### config.mk
export PLATFORM = sky130hd
export DESIGN_NAME = midi_track_event_serializer
export DESIGN_NICKNAME = d
export VERILOG_FILES = /design/src/hdl/mtes_pkg.sv /design/src/hdl/mtes_front.sv /design/src/hdl/mtes_queue.sv /design/src/hdl/mtes_back.sv /design/src/hdl/midi_track_event_serializer.sv
export VERILOG_INCLUDE_DIRS = /design/src /design/src/hdl
export SDC_FILE = /design/constraint.sdc
export NUM_CORES = 1
export LEC_CHECK = 0
export CORE_ASPECT_RATIO = 0.7
export CORE_UTILIZATION = 65
export DETAILED_ROUTE_END_ITERATION = 6
export DONT_BUFFER_PORTS = 1
export GPL_TIMING_DRIVEN = 0
export PLACE_DENSITY = 0.81
export SLEW_MARGIN = 20
export SYNTH_ARGS = -nofsm -noshare
export SYNTH_HDL_FRONTEND = slang
export SYNTH_HIERARCHICAL = 1
export SYNTH_SLANG_ARGS = --single-unit
export TNS_END_PERCENT = 50
### constraint.sdc
create_clock -name clk -period 6.5 [get_ports clk]
set_input_delay 1.3 -clock clk [delete_from_list [all_inputs] [get_ports clk]]
set_output_delay 1.3 -clock clk [all_outputs]
set_load 0.03 [all_outputs]
### src/hdl/midi_track_event_serializer_macros.svh
// Assertion macros shared by the track serializer RTL.
`ifndef MIDI_TRACK_EVENT_SERIALIZER_MACROS_SVH
`define MIDI_TRACK_EVENT_SERIALIZER_MACROS_SVH

// Same-cycle implication, checked on every rising edge outside reset.
`define MTES_ASSERT_SAME(lbl, clk, rst_n, ante, cons) \
  lbl: assert property (@(posedge clk) disable iff (!rst_n) (ante) |-> (cons)) \
    else $error("same-cycle check failed");

// Next-cycle implication, checked on every rising edge outside reset.
`define MTES_ASSERT_NEXT(lbl, clk, rst_n, ante, cons) \
  lbl: assert property (@(posedge clk) disable iff (!rst_n) (ante) |=> (cons)) \
    else $error("next-cycle check failed");

`endif

### src/hdl/mtes_pkg.sv
// Package with the item types, job type and constants of the track serializer.
`default_nettype none
package mtes_pkg;

  localparam int TIME_BITS = 32;
  // Bits of the timestamp that are kept; the input field is 32 bits wide.
  localparam int TS_BITS   = (TIME_BITS < 32) ? TIME_BITS : 32;
  localparam int DIFF_W    = TS_BITS + 1;
  localparam int VLQ_BITS  = 28;
  localparam int MAX_BYTES = 7;
  localparam int CNT_W     = 3;

  localparam logic       OP_EVENT   = 1'b0;
  localparam logic       OP_END     = 1'b1;
  localparam logic [7:0] VLQ_MASK   = 8'h7f;
  localparam logic [7:0] VLQ_CONT   = 8'h80;
  localparam logic [7:0] META_BYTE  = 8'hff;
  localparam logic [7:0] EOT_BYTE   = 8'h2f;
  localparam logic [VLQ_BITS-1:0] VLQ_MAX = 28'hfffffff;

  typedef struct packed {
    logic        op;
    logic [31:0] timestamp;
    logic [7:0]  event_type;
    logic [7:0]  data_first;
    logic [7:0]  data_second;
  } in_item_t;

  typedef struct packed {
    logic [7:0] out_byte;
    logic       last_of_run;
  } out_item_t;

  // All bytes one item produces, first byte in entry 0.
  typedef struct packed {
    logic [MAX_BYTES-1:0][7:0] bytes;
    logic [CNT_W-1:0]          count;
  } job_t;

endpackage
`default_nettype wire

### src/hdl/mtes_front.sv
// Front end: accepts items, tracks time and running status, builds byte jobs.
`default_nettype none
module mtes_front
  import mtes_pkg::*;
(
  input  wire logic     clk,
  input  wire logic     rst_n,
  input  wire logic     in_valid,
  output logic          in_ready,
  input  wire in_item_t in_item,
  output logic          job_valid,
  input  wire logic     job_ready,
  output job_t          job
);

  logic [7:0]         prev_status_r, prev_status_nxt;
  logic [TS_BITS-1:0] prev_time_r, prev_time_nxt;

  logic [TS_BITS-1:0]  ts;
  logic [DIFF_W-1:0]   diff;
  logic [VLQ_BITS-1:0] delta;
  logic [2:0]          groups;
  logic                need_status;
  logic [CNT_W-1:0]    rest;
  logic [3:0][7:0]     vlq;
  logic                push;

  assign in_ready  = job_ready;
  assign job_valid = in_valid;
  assign push      = in_valid && job_ready;

  assign ts   = in_item.timestamp[TS_BITS-1:0];
  assign diff = {1'b0, ts} - {1'b0, prev_time_r};

  always_comb begin
    if (diff[DIFF_W-1]) begin
      delta = '0;
    end else if (diff > DIFF_W'(VLQ_MAX)) begin
      delta = VLQ_MAX;
    end else begin
      delta = VLQ_BITS'(diff[TS_BITS-1:0]);
    end
  end

  always_comb begin
    if (delta[27:21] != 7'd0) begin
      groups = 3'd4;
    end else if (delta[20:14] != 7'd0) begin
      groups = 3'd3;
    end else if (delta[13:7] != 7'd0) begin
      groups = 3'd2;
    end else begin
      groups = 3'd1;
    end
  end

  always_comb begin
    for (int g = 0; g < 4; g++) begin
      vlq[g] = {1'b0, delta[7*g +: 7]} | ((g > 0) ? VLQ_CONT : 8'h00);
    end
  end

  assign need_status = (in_item.event_type != prev_status_r);

  always_comb begin
    job = '0;
    rest = '0;
    if (in_item.op == OP_END) begin
      job.bytes[0] = 8'h00;
      job.bytes[1] = META_BYTE;
      job.bytes[2] = EOT_BYTE;
      job.bytes[3] = 8'h00;
      job.count    = 3'd4;
    end else begin
      job.count = groups + 3'd2 + {2'b00, need_status};
      for (int p = 0; p < MAX_BYTES; p++) begin
        // Delta bytes go most significant group first, then the tail bytes.
        rest = CNT_W'(p) - groups;
        if (CNT_W'(p) < groups) begin
          job.bytes[p] = vlq[2'(groups - 3'd1 - CNT_W'(p))];
        end else if (need_status) begin
          case (rest)
            3'd0:    job.bytes[p] = in_item.event_type;
            3'd1:    job.bytes[p] = in_item.data_first;
            3'd2:    job.bytes[p] = in_item.data_second;
            default: job.bytes[p] = 8'h00;
          endcase
        end else begin
          case (rest)
            3'd0:    job.bytes[p] = in_item.data_first;
            3'd1:    job.bytes[p] = in_item.data_second;
            default: job.bytes[p] = 8'h00;
          endcase
        end
      end
    end
  end

  always_comb begin
    prev_status_nxt = prev_status_r;
    prev_time_nxt   = prev_time_r;
    if (push) begin
      if (in_item.op == OP_END) begin
        prev_status_nxt = '0;
        prev_time_nxt   = '0;
      end else begin
        prev_status_nxt = in_item.event_type;
        prev_time_nxt   = ts;
      end
    end
  end

  always_ff @(posedge clk) begin
    if (!rst_n) begin
      prev_status_r <= '0;
      prev_time_r   <= '0;
    end else begin
      prev_status_r <= prev_status_nxt;
      prev_time_r   <= prev_time_nxt;
    end
  end

endmodule
`default_nettype wire

### src/hdl/mtes_queue.sv
// Two-entry job queue between the front end and the byte serializer.
`default_nettype none
module mtes_queue
  import mtes_pkg::*;
(
  input  wire logic clk,
  input  wire logic rst_n,
  input  wire logic push_valid,
  output logic      push_ready,
  input  wire job_t push_job,
  output logic      head_valid,
  input  wire logic pop,
  output job_t      head_job
);

  job_t       q_r [2];
  logic       wr_ptr_r, wr_ptr_nxt;
  logic       rd_ptr_r, rd_ptr_nxt;
  logic [1:0] level_r, level_nxt;
  logic       do_push, do_pop;

  assign push_ready = (level_r != 2'd2);
  assign head_valid = (level_r != 2'd0);
  assign head_job   = q_r[rd_ptr_r];
  assign do_push    = push_valid && push_ready;
  assign do_pop     = pop && head_valid;

  always_comb begin
    wr_ptr_nxt = do_push ? ~wr_ptr_r : wr_ptr_r;
    rd_ptr_nxt = do_pop ? ~rd_ptr_r : rd_ptr_r;
    level_nxt  = level_r + {1'b0, do_push} - {1'b0, do_pop};
  end

  always_ff @(posedge clk) begin
    if (do_push) begin
      q_r[wr_ptr_r] <= push_job;
    end
  end

  always_ff @(posedge clk) begin
    if (!rst_n) begin
      wr_ptr_r <= 1'b0;
      rd_ptr_r <= 1'b0;
      level_r  <= 2'd0;
    end else begin
      wr_ptr_r <= wr_ptr_nxt;
      rd_ptr_r <= rd_ptr_nxt;
      level_r  <= level_nxt;
    end
  end

endmodule
`default_nettype wire

### src/hdl/mtes_back.sv
// Back end: walks the head job one byte per cycle into the output register while the output is not stalled.
`default_nettype none
module mtes_back
  import mtes_pkg::*;
(
  input  wire logic clk,
  input  wire logic rst_n,
  input  wire logic head_valid,
  input  wire job_t head_job,
  output logic      pop,
  output logic      out_valid,
  input  wire logic out_ready,
  output out_item_t out_item
);

  logic [CNT_W-1:0] idx_r, idx_nxt;
  logic             out_valid_r, out_valid_nxt;
  out_item_t        out_item_r, out_item_nxt;
  logic             advance;
  logic             is_last;

  assign advance   = head_valid && (!out_valid_r || out_ready);
  assign is_last   = (idx_r == head_job.count - 3'd1);
  assign pop       = advance && is_last;
  assign out_valid = out_valid_r;
  assign out_item  = out_item_r;

  always_comb begin
    idx_nxt       = idx_r;
    out_item_nxt  = out_item_r;
    out_valid_nxt = out_valid_r && !out_ready;
    if (advance) begin
      out_valid_nxt            = 1'b1;
      out_item_nxt.out_byte    = head_job.bytes[idx_r];
      out_item_nxt.last_of_run = is_last;
      idx_nxt                  = is_last ? '0 : idx_r + 3'd1;
    end
  end

  always_ff @(posedge clk) begin
    out_item_r <= out_item_nxt;
  end

  always_ff @(posedge clk) begin
    if (!rst_n) begin
      idx_r       <= '0;
      out_valid_r <= 1'b0;
    end else begin
      idx_r       <= idx_nxt;
      out_valid_r <= out_valid_nxt;
    end
  end

endmodule
`default_nettype wire

### src/hdl/midi_track_event_serializer.sv
// Top level of the MIDI track event serializer.
//
// The in_ channel takes one item per handshake: a channel event (delta time,
// status, two data bytes) or an end-of-track marker. The out_ channel gives
// the track stream one byte per item, with last_of_run set on the final byte
// an input item causes. An event makes 3 to 7 bytes: a 1 to 4 byte delta,
// the status byte only when it changed, and both data bytes. End of track
// makes 00 FF 2F 00 and clears the remembered status and time.
// An accepted item is written into the job queue at its accepting edge, and
// its first byte is then loaded from the queue head into the output register.
// The output side sends one byte per cycle while out_ready does not hold it,
// and that byte serializer sets the sustained rate. A two-entry job queue
// lets the input keep accepting while the output stalls; in_ready drops once
// both entries are in use.
// Synchronous reset clears the remembered status and time to zero and
// empties the queue and the output register.
`default_nettype none
`include "midi_track_event_serializer_macros.svh"
module midi_track_event_serializer
  import mtes_pkg::*;
(
  input  wire logic     clk,
  input  wire logic     rst_n,
  input  wire logic     in_valid,
  output logic          in_ready,
  input  wire in_item_t in_item,
  output logic          out_valid,
  input  wire logic     out_ready,
  output out_item_t     out_item
);

  logic job_valid, job_ready;
  job_t job;
  logic head_valid, pop;
  job_t head_job;

  mtes_front u_front (
    .clk       (clk),
    .rst_n     (rst_n),
    .in_valid  (in_valid),
    .in_ready  (in_ready),
    .in_item   (in_item),
    .job_valid (job_valid),
    .job_ready (job_ready),
    .job       (job)
  );

  mtes_queue u_queue (
    .clk        (clk),
    .rst_n      (rst_n),
    .push_valid (job_valid),
    .push_ready (job_ready),
    .push_job   (job),
    .head_valid (head_valid),
    .pop        (pop),
    .head_job   (head_job)
  );

  mtes_back u_back (
    .clk        (clk),
    .rst_n      (rst_n),
    .head_valid (head_valid),
    .head_job   (head_job),
    .pop        (pop),
    .out_valid  (out_valid),
    .out_ready  (out_ready),
    .out_item   (out_item)
  );

  // An accepted item always leaves a job at the head of the queue in the next cycle.
  `MTES_ASSERT_NEXT(a_accept_gives_output, clk, rst_n, in_valid && in_ready, head_valid)
  // A job leaves the queue exactly when its final byte is loaded.
  `MTES_ASSERT_NEXT(a_pop_marks_last, clk, rst_n, pop, out_valid && out_item.last_of_run)
  // While a non-final byte is shown, the rest of its job is still queued.
  `MTES_ASSERT_SAME(a_job_pending, clk, rst_n, out_valid && !out_item.last_of_run,
                    head_valid)

endmodule
`default_nettype wire

; Word level (Yosys, flattened, before mapping)
; Memories as Yosys holds them, arrays and structs flattened. A register that Yosys moved wholly into a read port is not among the register bits.
; Index checks and enable logic that the tools add are counted.
[totals]
latchBits = 0
ramBits = 118
register_bits = 57
memories = 1
in_bits = 61
rom_bits = 0
wordCells = 144
[mem_list]
columns = memory, words, width, rd, rd_ports_with_merged_regs, wr, line_no
row1 = u_queue.q_r, 2, 59, 1, 1, 1, mtes_queue.sv:16  ; job_t q_r [2];
[classes]
addsub = 21
n_lt_le_gt_ge = 16
n_mul = 0
bitwise_logic = 2
n_reduce_logical = 19
shifts = 0
n_eq_ne = 17
div = 0
mux = 59
[op_table]
columns = operator, count
row1 = two-way mux 8 bit, 23
row2 = case mux 8 bit (3 select lines), 7
row3 = binary-select mux 8 bit (select 2 bit), 7
row4 = case mux 8 bit (2 select lines), 7
row5 = two-way mux 28 bit, 2
row6 = two-way mux 35 bit, 1
row7 = greater-than comparator 33 x 28 -> 1 bit (second input constant), 1
row8 = subtractor 32 x 32 -> 33 bit, 1
row9 = two-way mux 32 bit, 1
row10 = binary-select mux 8 bit (select 3 bit), 1
row11 = two-way mux 24 bit, 1
row12 = == test 3 x 1 -> 1 bit (second input constant), 7
row13 = == test 3 x 2 -> 1 bit (second input constant), 7
row14 = zero test 3 bit, 7
row15 = less-than comparator 2 x 3 -> 1 bit (second input constant), 7
row16 = nonzero test 7 bit, 3
row17 = less-than comparator 3 bit (first input constant), 3
row18 = subtractor 3 bit (first input constant), 3
row19 = inequality test 8 bit, 1
row20 = subtractor 2 x 1 -> 2 bit (second input constant), 4
row21 = less-than comparator 1 x 3 -> 1 bit (first input constant), 2
row22 = less-than comparator 2 x 3 -> 1 bit (first input constant), 2
row23 = two-way mux 3 bit, 2
row24 = subtractor 1 x 3 -> 3 bit (first input constant), 2
row25 = 18 further kinds, 32

; Logic depth before layout (Yosys ltp)
; Gate-level depths: netlist of the first run.
[depth]
depth_word = 14
ltp_mapped = 20
mapped_depth_nobuf = 19

; By module
; Netlist of the first run, hierarchy kept.
[modules_own_cells]
columns = module, cells_per_inst, area_each_um2, n_inst
row1 = mtes_front, 912, 6336.1, 1
row2 = mtes_queue, 214, 4548.1, 1
row3 = mtes_back, 95, 1011.0, 1

; Worst setup path after synthesis of the first run
; OpenSTA, ideal clock, no wires.
[synth_timing]
kind = input to register
startpoint = input in_item[24] (netlist bit)
endpoint = memory u_queue/q_r[0][24] (netlist bit), data pin
slack_ns = 1.261
arrival_ns = 5.071
setup_time_ns = 0.169
path_stages = 20
path_buffers = 1
path_cell_list = inv_1 ha_1 fa_1 nand2b_1 a21o_1 a211o_1 a21o_1 o311a_1 xor2_1 nand4_4 buf_6 nor3_2 nor2_1 inv_2 ha_1 inv_1 nor2_1 a222oi_1 and2_1 o21ai_0
[synth_lines]
columns = item, line_no
row1 = "start, declared", midi_track_event_serializer.sv:26  ; input wire in_item_t in_item,
row2 = "end, declared", mtes_queue.sv:16

==> run metrics, run 1 <==
number of buffers created by CTS 17; DRC 2; Post-Synth XOR/XNOR Area 2.99%; slowest CP cell a222oi_1; starting density of the core 67.9%; largest net degree at the start of global routing 45; Buffers on Ports 0; vias 10,600; Synth Area in Adders 4.69%; PD cells 268 nW/um^2; Cells after Synth 1,221; final antenna-violating net count 0; worst reg2reg path startpoint u_front/prev_time_r[6]$_SDFFE_PN0P_; GRT Total Usage 41.9%; Setup WS post-layout 0.185 ns; Post-Route WL 38,800 microns; Pleak 0.00444 uW; Syn Nets 1,326; antenna cells 0; worst-margin pin slew 0.864 ns; fin crit period 6.32 ns; Rows 40; CTS Buffer Depth 2; final hold violation count 0; IO Pins 72; TritonCTS clock tree yes; synthesized area 11,900 sq um; 1st-pass router iterations 7; top cells by area, synth edfxtp_1 32%, dfxtp_1 8.2%, a21oi_1 5.7%, mux2_2 5.5%, ha_1 4.5%; violated checks DRC; sequential share of the synthesized area 40.3%; hpwl dp 28,600 microns; gp weighted congestion 1.02; CP Data Required Time 6.60 ns; area growth from synthesis to layout 8.23%; setup TNS 0 ns; Simple-Gate Fraction of Synth Area 16.7%; number of global-route vias before repair 9,702; clk slew on worst S/H paths 0.08 ns; Worst Setup SP in_item[24]; post-synthesis compound-gate area fraction 20.0%; Multi-input gate area 6470 sq um; CP Capture Type flip-flop; Non-Filler Instances 1,486; status complete, but fails checks; via-per-instance ratio 7.11; register area 4790 sq um; register bit count reported by yosys 176; Worst path top cell family by delay compound AO/OA/AOI/OAI gates; achievable frequency 158 MHz; Pins Over Slew Limit 0; asr flop ratio synth 0%; drt wl/cell 26.1 microns; Clock Skew 0.0219 ns; commonest non-fill, non-tap cell in the layout a21oi_1; proportion of synthesized area in mux cells 9.88%; most frequent cells in the layout 136 x a21oi_1, 127 x edfxtp_1, 79 x nor2_1, 67 x nand2_1, 65 x o21ai_0; H-tree depth 4; worst path arrival time 6.42 ns; Max Cap Viol 0; CTS sink count 176; VDD IR max 0.193 mV; fill count 1,231; Yosys warnings 6; die area 18,900 sq um; Critical Path Max Stage Delay 0.63 ns; layout cells sized above 1 14.7%; Hold Crit Start u_front/prev_time_r[8]$_SDFFE_PN0P_; Main synth FF type edfxtp_1; Rel. slew slack 42.0%; Final Setup Violations 0; # Post-CTS Setup Buffers 0; largest family of logic cells by synthesized area compound AO/OA/AOI/OAI gates; first-pass GRT wire length 57,700 microns; Vert. Die Dim 115 microns; DRT iter0 DRCs 1,723; DP Cell Count 1,454; critical setup path kind input pin to flip-flop; worst skew pair latency 0.45 ns; area of the core 17,500 sq um; Final nets 1,347; crit path cell chain inv_1 -> ha_1 -> fa_1 -> nand2b_1 -> a21o_1 -> a31o_2 -> o21ai_1 -> nand2_1 -> xor2_1 -> and4_1 -> buf_2 -> nand2_1 -> a21oi_4 -> inv_2 -> ha_1 -> inv_1 -> nor2_1 -> a222oi_1 -> a22oi_1; Synth top area share 32.1%; RSZ-0062 raised after global routing false; antenna violations before repair 1; clock root buffer clkbuf_16; Mean Syn Cell Area 9.74 sq um; class of the worst hold path flip-flop to flip-flop; Overflow after GRT 0; Die W 164 microns; crit start category input pin; WP buf/inv 4; Post-synth EDFFs 127; fin crit share 97.2%; maximum fanout along the worst path 7; most area-hungry cell type in the Yosys netlist edfxtp_1; Netlist cell types 93; Placement Setup Slack 0.148 ns
flip-flops by register name, summed over array words and instances (netlist names), named ones only:
register,cells
u_queue/wr_ptr_r,1
u_back/idx_r,3
u_front/prev_time_r,32
u_queue/rd_ptr_r,1
u_back/out_valid,1
u_front/prev_status_r,8
u_queue/q_r,118
u_back/out_item,9
u_queue/level_r,2
worst min-delay path, stage by stage, from the launching register on:
cell,delay (ns)
dfxtp_1,0.33
a21oi_1,0.06
nor2b_1,0.09
per-stage QoR:
stage / util (%) / hold slack [ns] / power (uW) / area [sq um]
2_1_floorplan: - / 0.472 / 2040 / 11900
3_3_place_gp: 69.6 / 0.489 / 2280 / 12200
3_5_place_dp: 69.9 / 0.501 / 2320 / 12200
4_1_cts: 73.5 / 0.520 / 3410 / 12900
5_1_grt: 73.5 / 0.538 / 3550 / 12900
6_report: 73.5 / 0.517 / 3450 / 12900
kinds of logic (layout without fill, tap and decap cells):
family,count (synthesis),after routing
mux,97,97
buf+inv,136,170
flops,176,176
xor+xnor,38,38
simple gates,366,366
fa+ha+maj,44,44
compound gates,364,364
cells in the mapped netlist (all sizes together), types with 6 or more instances:
| library cell | count |
|---|---|
| and2 | 9 |
| a31oi | 14 |
| ha | 43 |
| edfxtp | 127 |
| o21ai | 74 |
| and3 | 11 |
| buf | 37 |
| a221oi | 9 |
| nor2 | 81 |
| nor3b | 40 |
| nand4 | 16 |
| and4 | 6 |
| or3 | 9 |
| mux2 | 65 |
| a211oi | 7 |
| nor3 | 16 |
| mux4 | 8 |
| xnor2 | 13 |
| nor2b | 48 |
| o21a | 8 |
| xor2 | 25 |
| o22ai | 7 |
| nand2b | 13 |
| mux2i | 24 |
| dfxtp | 49 |
| clkbuf | 43 |
| inv | 55 |
| o211ai | 11 |
| nand3 | 36 |
| nand2 | 68 |
| a21o | 18 |
| a21oi | 141 |
report_power, final:
part           internal (uW)  leakage [uW]  switching, uW  total (uW)
logic                    334       0.00255            622         956
registers               1330       0.00158           66.9        1400
clock network            562      0.000306            532        1090
total                   2220       0.00444           1220        3450
routing by layer:
layer	up-vias	GRT usage [%]	wire length [microns]
met1	5010	59.3	15900
met5	-	0	13
li1	4609	-	-
met2	833	56.1	15100
met4	2	11.9	1000
met3	107	20.4	6720
cell type report:
type / count / area share [%]
Buffer: 80 / 3.33
Clock buffer: 17 / 3.30
Sequential cell: 176 / 37.2
Timing Repair Buffer: 2 / 0.369
Clock inverter: 15 / 1.57
Tap cell: 231 / 2.25
Inverter: 56 / 1.65
Multi-Input combinational cell: 909 / 50.3
path summary, 6_finish.rpt:
kind	endpoint	slack (ns)	depth (start not counted)
worst max-delay path	u_queue/q_r[1][19]$_DFFE_PP_	0.18	19
worst min register to register	u_front/prev_time_r[8]$_SDFFE_PN0P_	0.52	2
worst min-delay path	u_front/prev_time_r[8]$_SDFFE_PN0P_	0.52	2
worst max register to register	u_queue/q_r[1][19]$_DFFE_PP_	0.69	18
what timing repair did:
| action | in CTS | in global routing |
|---|---|---|
| endpoints found under the hold margin | 0 | 0 |
| setup endpoints to repair | 0 | 6 |
| hold buffers | 0 | 0 |
| resized for setup | 0 | 1 |
(Power assumes the default switching activity.)
==> run 2: changes to the inputs <==
- ABC_AREA: unset -> 1
- CTS_BUF_LIST: unset -> sky130_fd_sc_hd__clkbuf_4 sky130_fd_sc_hd__clkbuf_8 sky130_fd_sc_hd__clkbuf_16
==> run 2 against run 1 <==
  * The run still ends with DRC left
  * Global-route usage fell by 2.6 points
  * Worst hold slack got worse by 0.050 ns
  * Critical path depth rose by 5
  * Wire length rose by 0.33%
  * Die area rose by 6.4%
  * Clock skew fell by 0.014 ns
  * Clock-buffer cell count did not move
  * Utilization fell by 1.7 points
  * Cell count rose by 29%
  * Worst setup slack improved by 0.36 ns
  * Critical path type unchanged
==> run metrics, run 2 <==
status complete, but fails checks (unchanged); violated checks DRC (unchanged); 1st-pass router iterations 7 (unchanged); Post-Route WL 38,900 microns (was 38,800 microns); Vert. Die Dim 119 microns (was 115 microns); Netlist cell types 56 (was 93); Final nets 1,749 (was 1,347); Clock Skew 0.00825 ns (was 0.0219 ns); Final Setup Violations 0 (unchanged); IO Pins 72 (unchanged); Mean Syn Cell Area 7.82 sq um (was 9.74 sq um); largest net degree at the start of global routing 27 (was 45); Hold Crit Start u_front/prev_time_r[13]$_SDFFE_PN0P_ (was u_front/prev_time_r[8]$_SDFFE_PN0P_); Overflow after GRT 0 (unchanged); sequential share of the synthesized area 37.8% (was 40.3%); CP Data Required Time 6.70 ns (was 6.60 ns); CTS sink count 176 (unchanged); P_int 2170 uW (was 2220 uW); largest family of logic cells by synthesized area simple AND/OR/NAND/NOR gates (was compound AO/OA/AOI/OAI gates); maximum fanout along the worst path 12 (was 7); Max Cap Viol 0 (unchanged); antenna violations before repair 0 (was 1); Rows 42 (was 40); Synth top area share 30.1% (was 32.1%); clock root buffer clkbuf_16 (unchanged); # resized after CTS 0 (unchanged); antenna cells 0 (unchanged); Switching Share 36.5% (was 35.4%); clock power share 27.8% (was 31.8%); Pleak 0.00601 uW (was 0.00444 uW); Buffers on Ports 0 (unchanged); gp weighted congestion 1.00 (was 1.02); final antenna-violating net count 0 (unchanged); R2R Setup Slk 1.05 ns (was 0.69 ns); worst-margin pin slew 0.829 ns (was 0.864 ns); area of the core 19,000 sq um (was 17,500 sq um); r2r endpoint u_queue/q_r[1][20]$_DFFE_PP_ (was u_queue/q_r[1][19]$_DFFE_PP_); Hold WS 0.467 ns (was 0.517 ns); crit start category input pin (unchanged); max FFs per register 118 (unchanged); register bit count reported by yosys 176 (unchanged); setup TNS 0 ns (unchanged); post-layout util 71.8% (was 73.5%); achievable frequency 168 MHz (was 158 MHz); final hold violation count 0 (unchanged); commonest non-fill, non-tap cell in the layout nand2_1 (was a21oi_1); fin crit share 91.6% (was 97.2%); CP Capture Type flip-flop (unchanged); Yosys warnings 6 (unchanged); starting density of the core 66.8% (was 67.9%); Psw 1250 uW (was 1220 uW); # Post-CTS Setup Buffers 0 (unchanged); first-pass GRT wire length 58,500 microns (was 57,700 microns); layout cells sized above 1 14.9% (was 14.7%); class of the worst hold path flip-flop to flip-flop (unchanged); number of buffers created by CTS 17 (unchanged); most flop-heavy register u_queue/q_r (unchanged); VDD IR max 0.164 mV (was 0.193 mV); drt wl/cell 20.3 microns (was 26.1 microns); number of global-route vias before repair 10,400 (was 9,702); RSZ-0062 raised after global routing false (unchanged); worst path arrival time 6.16 ns (was 6.42 ns); Die W 169 microns (was 164 microns); hold buffers post-CTS 0 (unchanged); Post-synth EDFFs 127 (unchanged); area growth from synthesis to layout 7.51% (was 8.23%); asr flop ratio synth 0% (unchanged); critical setup path kind input pin to flip-flop (unchanged); post-synthesis compound-gate area fraction 12.8% (was 20.0%); Main synth FF type edfxtp_1 (unchanged); Rel. slew slack 44.7% (was 42.0%); most area-hungry cell type in the Yosys netlist edfxtp_1 (unchanged); PD cells 251 nW/um^2 (was 268 nW/um^2); synthesized area 12,700 sq um (was 11,900 sq um); Simple-Gate Fraction of Synth Area 26.8% (was 16.7%); DRT iter0 DRCs 1,606 (was 1,723); synth cell count leaders 441 x nand2_1, 197 x inv_1, 127 x edfxtp_1, 113 x a21oi_1, 99 x nand3_1 (was 136 x a21oi_1, 127 x edfxtp_1, 79 x nor2_1, 67 x nand2_1, 65 x o21ai_0); H-tree depth 4 (unchanged); worst reg2reg path depth 25 (was 18); GRT Total Usage 39.3% (was 41.9%); sequential share of power 40.7% (was 40.5%); proportion of synthesized area in mux cells 5.54% (was 9.88%); clk slew on worst S/H paths 0.06 ns (was 0.08 ns); Worst Hold End u_front/prev_time_r[13]$_SDFFE_PN0P_ (was u_front/prev_time_r[8]$_SDFFE_PN0P_); WHS Path Cells 2 (unchanged); Post-Synth XOR/XNOR Area 2.14% (was 2.99%); Cells after Synth 1,621 (was 1,221); worst skew pair latency 0.44 ns (was 0.45 ns); vias 11,600 (was 10,600); most frequent cells in the layout 441 x nand2_1, 197 x inv_1, 127 x edfxtp_1, 113 x a21oi_1, 99 x nand3_1 (was 136 x a21oi_1, 127 x edfxtp_1, 79 x nor2_1, 67 x nand2_1, 65 x o21ai_0); Comb power frac 31.5% (was 27.7%); worst reg2reg path startpoint u_front/prev_time_r[12]$_SDFFE_PN0P_ (was u_front/prev_time_r[6]$_SDFFE_PN0P_); Pins Over Slew Limit 0 (unchanged); top cells by area, synth edfxtp_1 30%, nand2_1 13%, dfxtp_1 7.7%, inv_1 5.8%, a21oi_1 4.5% (was edfxtp_1 32%, dfxtp_1 8.2%, a21oi_1 5.7%, mux2_2 5.5%, ha_1 4.5%); Syn Nets 1,726 (was 1,326); Tot Pwr 3420 uW (was 3450 uW); CTS Buffer Depth 2 (unchanged); die area 20,100 sq um (was 18,900 sq um); Synth Area in Adders 4.40% (was 4.69%); hpwl dp 30,100 microns (was 28,600 microns); most common cell in the netlist nand2_1 (was a21oi_1); DRC 9 (was 2); via-per-instance ratio 6.03 (was 7.11); fin crit period 5.95 ns (was 6.32 ns); TritonCTS clock tree yes (unchanged)
## run 2: cell count changes in the layout (fill, tap and decap cells not counted), moves of 25 or more
cell      before  now
nand2_1       67  441
nand2_2        1   35
nand3_1       36   99
nor2b_1       48    0
inv_1         52  197
a211oi_1       7   32
nor3b_1       40    0
## run 2: worst max-delay path by stage
stage,startpoint,depth (start not counted),to
global placement,in_item[36],27,u_queue/q_r[0][11]$_DFFE_PP_
CTS,in_item[24],29,u_queue/q_r[0][11]$_DFFE_PP_
global route,in_item[24],29,u_queue/q_r[0][19]$_DFFE_PP_
finish,in_item[36],24,u_queue/q_r[1][20]$_DFFE_PP_
detailed placement,in_item[24],29,u_queue/q_r[0][11]$_DFFE_PP_
floorplan,in_item[24],28,u_queue/q_r[0][11]$_DFFE_PP_
## run 2: layer usage
| metal | GRT usage (%) | part of all wire, % |
|---|---|---|
| met1 | 59.3 | 44 |
| met2 | 51.2 | 38 |
| met3 | 16.7 | 17 |
| met4 | 8.58 | 1.5 |
| met5 | 0 | 0 |
## run 2: through the flow
stage	setup slack, ns	instances	cell area [sq um]
finish	0.547	1920	13600
global route	0.451	1920	13600
floorplan	1.49	1621	12700
detailed placement	0.516	1889	13100
CTS	0.959	1920	13600
global placement	0.542	1885	13000
## run 2: logic make-up after synthesis
group	Yosys count
buffers and inverters	290
XOR/XNOR	31
adder cells (fa/ha/maj)	44
flip-flops	176
AO/OA/AOI/OAI	284
AND/OR/NAND/NOR	737
multiplexers	59
## run 2: layout make-up
type                    instances  area [sq um]
inverters                     220           843
fillers                      1510          5350
well taps                     264           330
plain buffers                  70           484
clock buffers                  17           425
flip-flops and latches        176          4790
multi-input cells            1155          6570
clock inverters                14           111
repair buffers                  4          70.1
## run 2: power groups by stage
stage               registers (uW)  clock network [uW]  logic [uW]
detailed placement            1420                   0        1030
finish                        1390                 950        1080
global route                  1400                 999        1160
global placement              1420                   0         996
CTS                           1390                 959        1040
floorplan                     1410                   0         749
## run 2: worst max-delay path, stage by stage
cell and delay (ns):
ha_1 0.45, nand2_2 0.16, nor2_1 0.36, a21oi_1 0.15, nand2_2 0.16, nand2_1 0.18, nand3_2 0.15, nand3_4 0.10
nor2_8 0.19, nand2_2 0.09, inv_2 0.10, nand2_1 0.08, nand2_1 0.14, nand3_2 0.11, nor2_4 0.25, nand2_2 0.21
nand2_4 0.15, buf_4 0.22, ha_1 0.17, clkbuf_1 0.44, a21oi_1 0.14, o21ai_0 0.47, a21oi_1 0.14, o21ai_1 0.24
==> run 3: changes to the inputs <==
- CTS_BUF_LIST: sky130_fd_sc_hd__clkbuf_4 sky130_fd_sc_hd__clkbuf_8 sky130_fd_sc_hd__clkbuf_16 -> unset
- PLACE_DENSITY: 0.81 -> 0.78
- clock period: 6.5 -> 6.2 ns (I/O delays scaled with it)
==> run 3 against run 2 <==
  * The flow now finishes without violations
  * Combinational power up 5%
  * Clock-buffer cell count up 1
  * Clock skew up 0.0069 ns
  * Sequential share of layout area down 0.16 points
  * Die area unchanged
  * Final area up 0.46%
  * Register-to-register slack worse by 0.34 ns
  * Cell count about the same
  * Clock power up 15%
  * First-iteration DRC count down 4.0%
  * Critical endpoint unchanged
  * Largest power group unchanged
==> run metrics, run 3 (synthesized netlist as in run 2, its figures left out) <==
CP Capture Type flip-flop (unchanged); IO Pins 72 (unchanged); clk slew on worst S/H paths 0.08 ns (was 0.06 ns); class of the worst hold path flip-flop to flip-flop (unchanged); critical path's most frequent cell nand2_2 (unchanged); gp weighted congestion 1.06 (was 1.00); Die W 169 microns (unchanged); number of buffers created by CTS 17 (unchanged); met2 usage 50.6% (was 51.2%); status completed (was complete, but fails checks); most flop-heavy register u_queue/q_r (unchanged); antenna violations before repair 0 (unchanged); Clock Skew 0.0151 ns (was 0.00825 ns); clock root buffer clkbuf_16 (unchanged); commonest non-fill, non-tap cell in the layout nand2_1 (unchanged); Critical Path Max Stage Delay 0.49 ns (was 0.47 ns); max FFs per register 118 (unchanged); layout cells sized above 1 14.9% (about the same); fin crit period 5.90 ns; most frequent cells in the layout 441 x nand2_1, 197 x inv_1, 127 x edfxtp_1, 113 x a21oi_1, 99 x nand3_1 (unchanged); DP Cell Count 1,889 (unchanged); GRT Total Usage 39.0% (was 39.3%); slowest CP cell o21ai_0 (unchanged); setup TNS 0 ns (unchanged); TritonCTS clock tree yes (unchanged); first-pass GRT wire length 58,500 microns (about the same); fin crit share 95.1%; vias 11,600 (about the same); largest net degree at the start of global routing 27 (unchanged); hold buffers post-CTS 0 (unchanged); Buffers on Ports 0 (unchanged); via-per-instance ratio 6.03 (about the same); met3 Resource Use GR 18.9% (was 16.7%); worst path arrival time 6.12 ns (was 6.16 ns); Placement Setup Slack 0.285 ns (was 0.516 ns); Worst path top cell family by delay simple AND/OR/NAND/NOR gates (unchanged); busiest grt layer met1 (unchanged); PD cells 269 nW/um^2 (was 251 nW/um^2); critical setup path kind input pin to flip-flop (unchanged); crit path cell chain ha_1 -> nand2_2 -> nor2_1 -> a21oi_1 -> nand2_2 -> nand2_1 -> nand3_2 -> nand3_4 -> nor2_8 -> nand2_2 -> inv_2 -> nand2_1 -> nand2_1 -> nand3_2 -> nor2_4 -> nand2_2 -> nand2_4 -> buf_4 -> ha_1 -> clkbuf_1 -> a21oi_1 -> o21ai_0 -> a21oi_1 -> o21ai_1 (unchanged); Rel. slew slack 46.8% (was 44.7%); area of the core 19,000 sq um (unchanged); Post-Route WL 38,400 microns (was 38,900 microns); Hold WS 0.469 ns (was 0.467 ns); worst-margin pin slew 0.798 ns (was 0.829 ns); final antenna-violating net count 0 (unchanged); area growth from synthesis to layout 8.01% (was 7.51%); maximum fanout along the worst path 12 (unchanged); 1st-pass router iterations 6 (was 7); achievable frequency 170 MHz; Non-Filler Instances 1,921 (was 1,920); # Post-CTS Setup Buffers 0 (unchanged); die area 20,100 sq um (unchanged); Setup WS post-layout 0.301 ns (was 0.547 ns); CTS sink count 176 (unchanged); Vert. Die Dim 119 microns (unchanged); starting density of the core 66.8% (unchanged); Final nets 1,749 (unchanged); Max Cap Viol 0 (unchanged); crit start category input pin (unchanged); number of global-route vias before repair 10,600 (was 10,400); VDD IR max 0.153 mV (was 0.164 mV); CP Data Required Time 6.42 ns (was 6.70 ns); Pins Over Slew Limit 0 (unchanged); hpwl dp 29,300 microns (was 30,100 microns); WP buf/inv 3 (unchanged); Rows 42 (unchanged); antenna cells 0 (unchanged); H-tree depth 4 (unchanged); # resized after CTS 0 (unchanged); Overflow after GRT 0 (unchanged); RSZ-0062 raised after global routing false (unchanged); drt wl/cell 20.0 microns (was 20.3 microns); DRC 0 (was 9); CTS Buffer Depth 2 (unchanged); Tot Pwr 3680 uW (was 3420 uW); grt met1 use 57.6% (was 59.3%); Pleak 0.00605 uW (was 0.00601 uW); final hold violation count 0 (unchanged); worst skew pair latency 0.44 ns (about the same); Final Setup Violations 0 (unchanged); DRT iter0 DRCs 1,541 (was 1,606)
run 3: worst paths after layout:
kind / startpoint / to / slack, ns / depth (start not counted)
max: in_item[36] / u_queue/q_r[1][20]$_DFFE_PP_ / 0.30 / 24
min: u_front/prev_time_r[3]$_SDFFE_PN0P_ / u_front/prev_time_r[3]$_SDFFE_PN0P_ / 0.47 / 2
max reg2reg: u_front/prev_time_r[11]$_SDFFE_PN0P_ / u_queue/q_r[1][20]$_DFFE_PP_ / 0.71 / 25
min reg2reg: u_front/prev_time_r[3]$_SDFFE_PN0P_ / u_front/prev_time_r[3]$_SDFFE_PN0P_ / 0.47 / 2
run 3: layer usage:
layer	share of wire, %	wire (microns)	vias to the layer above
li1	-	-	5417
met1	43	16500	5364
met2	38	14700	746
met3	17	6710	58
met4	1.4	533	0
met5	0	0	-
run 3: worst min-delay path: cells and delay by family, from the launching register on:
family | cells | cell delay [ns]
AOI/OAI and AO/OA | 1 | 0.06
buffers and inverters | 1 | 0.06
DFF | 1 | 0.30
run 3: per-stage QoR:
stage,utilization (%),cell area (sq um)
6_report,72.2,13700
5_1_grt,72.2,13700
4_1_cts,72.2,13700
3_5_place_dp,69.0,13100
3_3_place_gp,68.5,13000
2_1_floorplan,-,12700
run 3: report_power, final:
part	switching (uW)	internal, uW
sequential	63.2	1400
combinational	764	368
clock	541	546
run 3: layout make-up:
cell class	instances	area, sq um
Tap cell	264	330
Clock buffer	18	429
Sequential cell	176	4790
Buffer	70	484
Timing Repair Buffer	4	80.1
Clock inverter	14	160
Fill cell	1574	5280
Inverter	220	843
Multi-Input combinational cell	1155	6570
